[config.mk]
export PLATFORM = sky130hd
export DESIGN_NAME = encoder_position_lidar_smoother_flat
export DESIGN_NICKNAME = d
export VERILOG_FILES = /design/src/hw/rtl/epls_pkg.sv /design/src/hw/rtl/epls_sample_if.sv /design/src/hw/rtl/epls_point_if.sv /design/src/hw/rtl/epls_ctrl.sv /design/src/hw/rtl/epls_dp.sv /design/src/hw/rtl/encoder_position_lidar_smoother.sv /design/src/flat_wrapper.sv
export SDC_FILE = /design/constraint.sdc
export NUM_CORES = 1
export LEC_CHECK = 0
export BUFFER_PORTS_ARGS = -buffer_cell sky130_fd_sc_hd__buf_2
export CAP_MARGIN = 30
export CORE_AREA = 3 3 109 215
export DETAILED_ROUTE_END_ITERATION = 16
export DIE_AREA = 0 0 112 218
export PLACE_DENSITY = 0.8
export SLEW_MARGIN = 20
export SYNTH_ARGS = -nofsm -noshare
export SYNTH_HDL_FRONTEND = slang
export SYNTH_HIERARCHICAL = 1
export SYNTH_SLANG_ARGS = --single-unit
export TNS_END_PERCENT = 5
[constraint.sdc]
create_clock -name clk -period 3.7 [get_ports clk]
set_input_delay 0 -clock clk [delete_from_list [all_inputs] [get_ports clk]]
set_output_delay 0 -clock clk [all_outputs]
set_load 0.03 [all_outputs]
[src/hw/rtl/epls_pkg.sv]
package epls_pkg;

	localparam int LIDAR_W = 16;
	localparam int TS_W = 32;
	localparam int POS_W = 32;
	localparam int HEIGHT_W = 24;
	localparam int CONF_W = 9;
	localparam int FRAC_W = 8;
	localparam int PCNT_W = 3;

	localparam int WINDOW_DEF = 3;
	localparam logic [PCNT_W-1:0] CONF_STEPS = 3'd5;
	localparam logic [CONF_W-1:0] CONF_FULL = 9'd256;

	typedef enum logic [1:0] {
		ST_IDLE,
		ST_START,
		ST_DIV,
		ST_DONE
	} epls_state_t;

	typedef struct packed {
		logic take;
		logic start;
		logic step;
		logic load_out;
	} epls_cmd_t;

	typedef struct packed {
		logic div_done;
	} epls_sts_t;

	// count * 256 / 5, truncated, full scale from the fifth point on
	function automatic logic [CONF_W-1:0] conf_of(input logic [PCNT_W-1:0] cnt);
		logic [CONF_W-1:0] val;
		case (cnt)
			3'd0: val = 9'd0;
			3'd1: val = 9'd51;
			3'd2: val = 9'd102;
			3'd3: val = 9'd153;
			3'd4: val = 9'd204;
			default: val = CONF_FULL;
		endcase
		return val;
	endfunction

endpackage

[src/hw/rtl/epls_sample_if.sv]
interface epls_sample_if;
	logic valid;
	logic ready;
	logic encoder_level;
	logic [epls_pkg::LIDAR_W-1:0] lidar_sample;
	logic [epls_pkg::TS_W-1:0] time_stamp;

	modport source (output valid, output encoder_level, output lidar_sample,
		output time_stamp, input ready);
	modport sink (input valid, input encoder_level, input lidar_sample,
		input time_stamp, output ready);
endinterface

[src/hw/rtl/epls_point_if.sv]
interface epls_point_if;
	logic valid;
	logic ready;
	logic [epls_pkg::TS_W-1:0] out_time_stamp;
	logic [epls_pkg::POS_W-1:0] position_x;
	logic [epls_pkg::HEIGHT_W-1:0] surface_height;
	logic [epls_pkg::CONF_W-1:0] confidence;

	modport source (output valid, output out_time_stamp, output position_x,
		output surface_height, output confidence, input ready);
	modport sink (input valid, input out_time_stamp, input position_x,
		input surface_height, input confidence, output ready);
endinterface

[src/hw/rtl/epls_ctrl.sv]
module epls_ctrl (
	input  logic                 clk,
	input  logic                 arst_n,
	input  logic                 in_valid,
	output logic                 in_ready,
	output logic                 out_valid,
	input  logic                 out_ready,
	output epls_pkg::epls_cmd_t  cmd,
	input  epls_pkg::epls_sts_t  sts
);
	import epls_pkg::*;

	epls_state_t state_q;
	epls_state_t state_d;
	logic out_valid_q;

	always_comb begin
		state_d = state_q;
		case (state_q)
			ST_IDLE: begin
				if (in_valid) state_d = ST_START;
			end
			ST_START: state_d = ST_DIV;
			ST_DIV: begin
				if (sts.div_done) state_d = ST_DONE;
			end
			ST_DONE: begin
				if (!out_valid_q || out_ready) state_d = ST_IDLE;
			end
			default: state_d = ST_IDLE;
		endcase
	end

	always_comb begin
		in_ready = (state_q == ST_IDLE);
		cmd.take = (state_q == ST_IDLE) && in_valid;
		cmd.start = (state_q == ST_START);
		cmd.step = (state_q == ST_DIV) && !sts.div_done;
		cmd.load_out = (state_q == ST_DONE) && (!out_valid_q || out_ready);
	end

	always_ff @(posedge clk or negedge arst_n) begin
		if (!arst_n) begin
			state_q <= ST_IDLE;
			out_valid_q <= 1'b0;
		end else begin
			state_q <= state_d;
			if (cmd.load_out) out_valid_q <= 1'b1;
			else if (out_ready) out_valid_q <= 1'b0;
		end
	end

	assign out_valid = out_valid_q;

`ifndef SYNTHESIS
	// a result reaches the output register once and shows valid next cycle
	a_load_sets_valid: assert property (@(posedge clk) disable iff (!arst_n)
		cmd.load_out |=> out_valid_q)
		else $error("result loaded but output not valid");
	// a pending result is never overwritten
	a_no_overwrite: assert property (@(posedge clk) disable iff (!arst_n)
		(out_valid_q && !out_ready) |-> !cmd.load_out)
		else $error("pending result overwritten");
	// an accepted request always starts the divider next
	a_take_starts: assert property (@(posedge clk) disable iff (!arst_n)
		cmd.take |=> cmd.start)
		else $error("accepted request did not start divide");
`endif
endmodule

[src/hw/rtl/epls_dp.sv]
module epls_dp #(
	parameter int WINDOW = epls_pkg::WINDOW_DEF
) (
	input  logic                              clk,
	input  logic                              arst_n,
	input  epls_pkg::epls_cmd_t               cmd,
	output epls_pkg::epls_sts_t               sts,
	input  logic                              encoder_level,
	input  logic [epls_pkg::LIDAR_W-1:0]      lidar_sample,
	input  logic [epls_pkg::TS_W-1:0]         time_stamp,
	output logic [epls_pkg::TS_W-1:0]         out_time_stamp,
	output logic [epls_pkg::POS_W-1:0]        position_x,
	output logic [epls_pkg::HEIGHT_W-1:0]     surface_height,
	output logic [epls_pkg::CONF_W-1:0]       confidence
);
	import epls_pkg::*;

	localparam int FILL_W = $clog2(WINDOW + 1);
	localparam int SLOT_W = (WINDOW > 1) ? $clog2(WINDOW) : 1;
	localparam int SUM_W = LIDAR_W + FILL_W;
	localparam int DIV_W = SUM_W + FRAC_W;
	localparam int CNT_W = $clog2(DIV_W + 1);

	logic [LIDAR_W-1:0] win_q [WINDOW];
	logic [SUM_W-1:0] sum_q;
	logic [FILL_W-1:0] fill_q;
	logic [SLOT_W-1:0] slot_q;
	logic first_q;
	logic last_enc_q;
	logic [POS_W-1:0] travel_q;
	logic [PCNT_W-1:0] pcnt_q;
	logic [TS_W-1:0] ts_q;

	logic [DIV_W-1:0] quo_q;
	logic [FILL_W-1:0] rem_q;
	logic [CNT_W-1:0] cnt_q;

	logic full;
	logic [SUM_W-1:0] sum_d;
	logic [FILL_W:0] rem_sh;
	logic rem_ge;

	logic [TS_W-1:0] ts_out_q;
	logic [POS_W-1:0] pos_out_q;
	logic [HEIGHT_W-1:0] height_out_q;
	logic [CONF_W-1:0] conf_out_q;

	assign full = (fill_q == FILL_W'(WINDOW));
	assign sum_d = sum_q - (full ? SUM_W'(win_q[slot_q]) : SUM_W'(0))
		+ SUM_W'(lidar_sample);

	// state update on each accepted request
	always_ff @(posedge clk or negedge arst_n) begin
		if (!arst_n) begin
			sum_q <= '0;
			fill_q <= '0;
			slot_q <= '0;
			first_q <= 1'b1;
			last_enc_q <= 1'b0;
			travel_q <= '0;
			pcnt_q <= '0;
		end else if (cmd.take) begin
			first_q <= 1'b0;
			last_enc_q <= encoder_level;
			if (!first_q && (encoder_level != last_enc_q)) travel_q <= travel_q + 1'b1;
			sum_q <= sum_d;
			if (!full) fill_q <= fill_q + 1'b1;
			slot_q <= (slot_q == SLOT_W'(WINDOW - 1)) ? '0 : slot_q + 1'b1;
			if (pcnt_q < CONF_STEPS) pcnt_q <= pcnt_q + 1'b1;
		end
	end

	always_ff @(posedge clk) begin
		if (cmd.take) begin
			win_q[slot_q] <= lidar_sample;
			ts_q <= time_stamp;
		end
	end

	// restoring divide of sum * 256 by the fill, one quotient bit per cycle
	assign rem_sh = {rem_q, quo_q[DIV_W-1]};
	assign rem_ge = (rem_sh >= {1'b0, fill_q});

	always_ff @(posedge clk or negedge arst_n) begin
		if (!arst_n) begin
			cnt_q <= '0;
		end else if (cmd.start) begin
			cnt_q <= CNT_W'(DIV_W);
		end else if (cmd.step) begin
			cnt_q <= cnt_q - 1'b1;
		end
	end

	always_ff @(posedge clk) begin
		if (cmd.start) begin
			quo_q <= {sum_q, FRAC_W'(0)};
			rem_q <= '0;
		end else if (cmd.step) begin
			quo_q <= {quo_q[DIV_W-2:0], rem_ge};
			rem_q <= rem_ge ? FILL_W'(rem_sh - {1'b0, fill_q}) : rem_sh[FILL_W-1:0];
		end
	end

	assign sts.div_done = (cnt_q == '0);

	always_ff @(posedge clk) begin
		if (cmd.load_out) begin
			ts_out_q <= ts_q;
			pos_out_q <= travel_q;
			height_out_q <= quo_q[HEIGHT_W-1:0];
			conf_out_q <= conf_of(pcnt_q);
		end
	end

	assign out_time_stamp = ts_out_q;
	assign position_x = pos_out_q;
	assign surface_height = height_out_q;
	assign confidence = conf_out_q;

`ifndef SYNTHESIS
	a_fill_bound: assert property (@(posedge clk) disable iff (!arst_n)
		fill_q <= FILL_W'(WINDOW))
		else $error("window fill beyond window size");
	a_div_nonzero: assert property (@(posedge clk) disable iff (!arst_n)
		cmd.start |-> (fill_q != '0))
		else $error("divide started with empty window");
	a_div_len: assert property (@(posedge clk) disable iff (!arst_n)
		cmd.start |=> (cnt_q == CNT_W'(DIV_W)))
		else $error("divide counter not loaded");
`endif
endmodule

[src/hw/rtl/encoder_position_lidar_smoother.sv]
// Encoder position and lidar smoother. Each request on sample carries an
// encoder level, a 16-bit lidar range and a timestamp, and yields exactly one
// request on point. The first sample after reset only latches the encoder
// level; every later change of level advances a 32-bit position that wraps.
// Lidar values go into a ring of the last WINDOW samples with a running sum;
// surface_height is the mean over the samples held so far, unsigned 16.8
// fixed point, truncated. confidence ramps 51, 102, 153, 204 and then
// holds at 256 (1.0). The timestamp passes through. One sample is in work at
// a time: the mean comes from a restoring divider that makes one quotient bit
// per cycle of a 16 + clog2(WINDOW+1) + 8 bit quotient. A sample is accepted,
// loaded into the divider, divided until the divide counter reaches zero and
// then loaded into the output register. A finished point sits in an output
// register, so the next sample is taken while the point waits for ready.
module encoder_position_lidar_smoother #(
	parameter int WINDOW = epls_pkg::WINDOW_DEF
) (
	input  logic          clk,
	input  logic          arst_n,
	epls_sample_if.sink   sample,
	epls_point_if.source  point
);
	import epls_pkg::*;

	epls_cmd_t cmd;
	epls_sts_t sts;
	logic in_ready;
	logic out_valid;

	// sequence accept, divide and hand-off
	epls_ctrl u_ctrl (
		.clk       (clk),
		.arst_n    (arst_n),
		.in_valid  (sample.valid),
		.in_ready  (in_ready),
		.out_valid (out_valid),
		.out_ready (point.ready),
		.cmd       (cmd),
		.sts       (sts)
	);

	// window, position, divider and output register
	epls_dp #(
		.WINDOW (WINDOW)
	) u_dp (
		.clk            (clk),
		.arst_n         (arst_n),
		.cmd            (cmd),
		.sts            (sts),
		.encoder_level  (sample.encoder_level),
		.lidar_sample   (sample.lidar_sample),
		.time_stamp     (sample.time_stamp),
		.out_time_stamp (point.out_time_stamp),
		.position_x     (point.position_x),
		.surface_height (point.surface_height),
		.confidence     (point.confidence)
	);

	assign sample.ready = in_ready;
	assign point.valid = out_valid;
endmodule
[src/flat_wrapper.sv]
// flat-port wrapper written by rule: the top's interface ports become plain ports
module encoder_position_lidar_smoother_flat import epls_pkg::*;
#(
	parameter int WINDOW = epls_pkg::WINDOW_DEF
)
  (clk, arst_n, sample_valid, sample_encoder_level, sample_lidar_sample, sample_time_stamp, sample_ready, point_valid, point_out_time_stamp, point_position_x, point_surface_height, point_confidence, point_ready);
  epls_sample_if sample_i ();
  epls_point_if point_i ();
  input  logic clk;
  input  logic arst_n;
  input wire logic [$bits(sample_i.valid)-1:0] sample_valid;
  input wire logic [$bits(sample_i.encoder_level)-1:0] sample_encoder_level;
  input wire logic [$bits(sample_i.lidar_sample)-1:0] sample_lidar_sample;
  input wire logic [$bits(sample_i.time_stamp)-1:0] sample_time_stamp;
  output wire logic [$bits(sample_i.ready)-1:0] sample_ready;
  output wire logic [$bits(point_i.valid)-1:0] point_valid;
  output wire logic [$bits(point_i.out_time_stamp)-1:0] point_out_time_stamp;
  output wire logic [$bits(point_i.position_x)-1:0] point_position_x;
  output wire logic [$bits(point_i.surface_height)-1:0] point_surface_height;
  output wire logic [$bits(point_i.confidence)-1:0] point_confidence;
  input wire logic [$bits(point_i.ready)-1:0] point_ready;
  assign sample_i.valid = sample_valid;
  assign sample_i.encoder_level = sample_encoder_level;
  assign sample_i.lidar_sample = sample_lidar_sample;
  assign sample_i.time_stamp = sample_time_stamp;
  assign sample_ready = sample_i.ready;
  assign point_valid = point_i.valid;
  assign point_out_time_stamp = point_i.out_time_stamp;
  assign point_position_x = point_i.position_x;
  assign point_surface_height = point_i.surface_height;
  assign point_confidence = point_i.confidence;
  assign point_i.ready = point_ready;
  encoder_position_lidar_smoother #(.WINDOW(WINDOW)) u_core (.clk(clk), .arst_n(arst_n), .sample(sample_i), .point(point_i));
endmodule
==> metrics.yaml <==
outcome: "finished, final reports clean"
core.rowCount: 77
cts_tree: "yes"
vias: 6905
cp-end-kind: "register"
regToRegSetupSlack_ps: 120
grt_usage: 0.1867
criticalPathCategory: "register to register"
final.period_utilization: 0.9689
synthTopCellsByArea: "edfxtp_1 51%, dfrtp_1 15%, ha_1 3.6%"
drive_gt1_frac: 0.2196
synth-edff-count: 191
crit_chain: "buf_6 -> mux2i_1 -> o21ai_0 -> and2_1 -> fa_1 -> inv_1 -> ha_1 -> a211oi_2 -> nor2_1 -> o41ai_4 -> nand2_2 -> a32o_1 -> or4b_1"
ys_ff_latch: 268
syn_area_per_cell_sq_um: 13.93
clock-sinks: 268
r2r-start: "u_core/u_dp/slot_q[0]$_DFFE_PN0P_"
initial_utilization: 0.5106
htreeDepth: 1
finalHoldViolCount: 0
clk_pin_slew_worst_paths_ps: 70
grt_remaining_overflow: 0
ys.flop_type: "edfxtp_1"
cts_root_buf: "clkbuf_16"
crit_start: "u_core/u_dp/slot_q[0]$_DFFE_PN0P_"
crit_arrival_ps: 3960
first_global_vias: 7410
crit_path_start_kind: "register"
die_area_sq_um: 24420
place.gp.congestion: 0.8752
drc_errors: 0
clockBufferDepth: 3
synth_cell_types: 65
post-route-util: 0.6214
post-place-ws_ps: 56.81
final_nets: 1128
path_buf_inv: 2
finalSetupViolCount: 0
whs_ps: 131.5
grt_max_degree: 68
ios: 152
path_delay_family: "simple AND/OR/NAND/NOR gates"
dr.pass1.iters: 4
crit_slowest_cell: "or4b_1"
syn_to_final_growth_pct: 21.70
n_antenna_cell: 0
worst-slew-pin-transition_ps: 851.2
power.total_mw: 12.26
yosys-top-cells-count: "191 x edfxtp_1, 80 x inv_1, 66 x dfrtp_1"
power_leakage_nw: 5.680
die_w_microns: 112
antenna_found_initial: 0
fin_crit_ps: 3585
syn_nets: 910
coreArea_sq_um: 22060
portBuffers: 151
seq_area_frac_synth: 0.6758
dp.cells: 1226
grt_pass1_wl_microns: 36800
rsz0062_at_grt: "yes"
cts_made_buffers: 22
drt_iter0_markers: 398
power_density_nw_per_um2: 894.2
wire_per_inst_microns: 17.15
vias_per_cell: 5.235
slew_violations: 0
finalNonFillerCells: 1319
ir_drop_uv: 678.0
synth.largest_area_cell: "edfxtp_1"
yosys_warnings: 6
yosys.area.top_type_share: 0.5091
async_flop_share: 0.2500
finalWorstSetupSlack_ps: 115.0
synth_most_common_cell: "edfxtp_1"
wl_microns: 22620
n_fill_cell: 1614
die_h_microns: 218
hold_path.class: "input port to asynchronous set/reset pin"
required_ps: 4070
worstSkewPairLatency_ps: 520
antenna_left: 0
drv_cap: 0
fin_skew_ps: 22.42
fmax_ghz: 0.2789
maxSlewHeadroom: 0.4325
hpwlAfterDp_microns: 16040
postSynthCellCount: 809
syn_area_sq_um: 11270
cp_max_fo: 10
slowest_delay_ps: 500
final cells by class:
cell class	instances	area (sq um)	share of cell area
Timing Repair Buffer	221	1415	0.1032
Inverter	81	304.0	0.02218
Tap cell	276	345.3	0.02519
Clock inverter	11	168.9	0.01232
Sequential cell	268	7615	0.5554
Multi-Input combinational cell	433	3254	0.2374
Clock buffer	29	608.1	0.04435
state kept, by name (all words and copies together) (netlist names), 18 cells and up:
register                    cells
u_core/u_dp/out_time_stamp     32
u_core/u_dp/position_x         32
u_core/u_dp/quo_q              26
u_core/u_dp/sum_q              18
u_core/u_dp/surface_height     24
u_core/u_dp/travel_q           32
u_core/u_dp/ts_q               32
u_core/u_dp/win_q              48
metrics by stage:
stage	instance area, sq um	TNS, ps
4_1_cts	13680	0
2_1_floorplan	11270	-3579
3_3_place_gp	12390	0
6_report	13710	0
5_1_grt	13710	-114.7
3_5_place_dp	12390	0
cell usage in the layout, fill, tap and decap left out, drive strengths merged, types with 8 or more instances in the layout:
cell,n
a211oi,10
a21oi,19
a22o,17
and2,22
and3,10
buf,169
clkbuf,29
dfrtp,66
dfxtp,10
dlygate4sd3,52
edfxtp,191
fa,16
ha,32
inv,83
mux2i,27
nand2,60
nand2b,10
nand3,15
nand4,8
nor2,37
nor2b,9
nor3,9
o21ai,37
xnor2,36
xor2,9
metal layers:
layer  track usage  routed length [microns]
met1        0.1916                     7799
met3       0.02583                     1150
met2        0.3724                    12940
met4       0.07300                      724
met5             0                        0
path summary, 6_finish.rpt:
path / end / cells after the start
max reg2reg: u_core/u_dp/sum_q[17]$_DFFE_PN0P_ / 13
max: u_core/u_dp/sum_q[17]$_DFFE_PN0P_ / 13
min in group clk: u_core/u_dp/ts_q[24]$_DFFE_PP_ / 2
min: u_core/u_dp/travel_q[22]$_DFFE_PN0P_ / 2
min reg2reg: u_core/u_dp/out_time_stamp[1]$_DFFE_PP_ / 0
max in group asynchronous: u_core/u_dp/first_q$_DFFE_PN1P_ / 3
report_power, final:
group / switching [mW] / internal (mW) / leakage, nW
clock network: 1.04 / 1.45 / 0.380
logic: 3.21 / 1.91 / 2.57
registers: 0.435 / 4.22 / 2.73
repair_timing:
action	4_1_cts	5_1_grt
setup buffers	0	1
setup endpoints to repair	0	5
hold buffers	52	0
resized for setup	0	8
endpoints found under the hold margin	119	0
cells by family after synthesis:
family	after synthesis	synth area share
flip-flops	268	0.6758
multiplexers	31	0.02832
adder cells (fa/ha/maj)	48	0.06397
AND/OR/NAND/NOR	200	0.09329
AO/OA/AOI/OAI	109	0.06575
buffers and inverters	108	0.03787
XOR/XNOR	45	0.03498
Power figures use the tool's default switching activity.
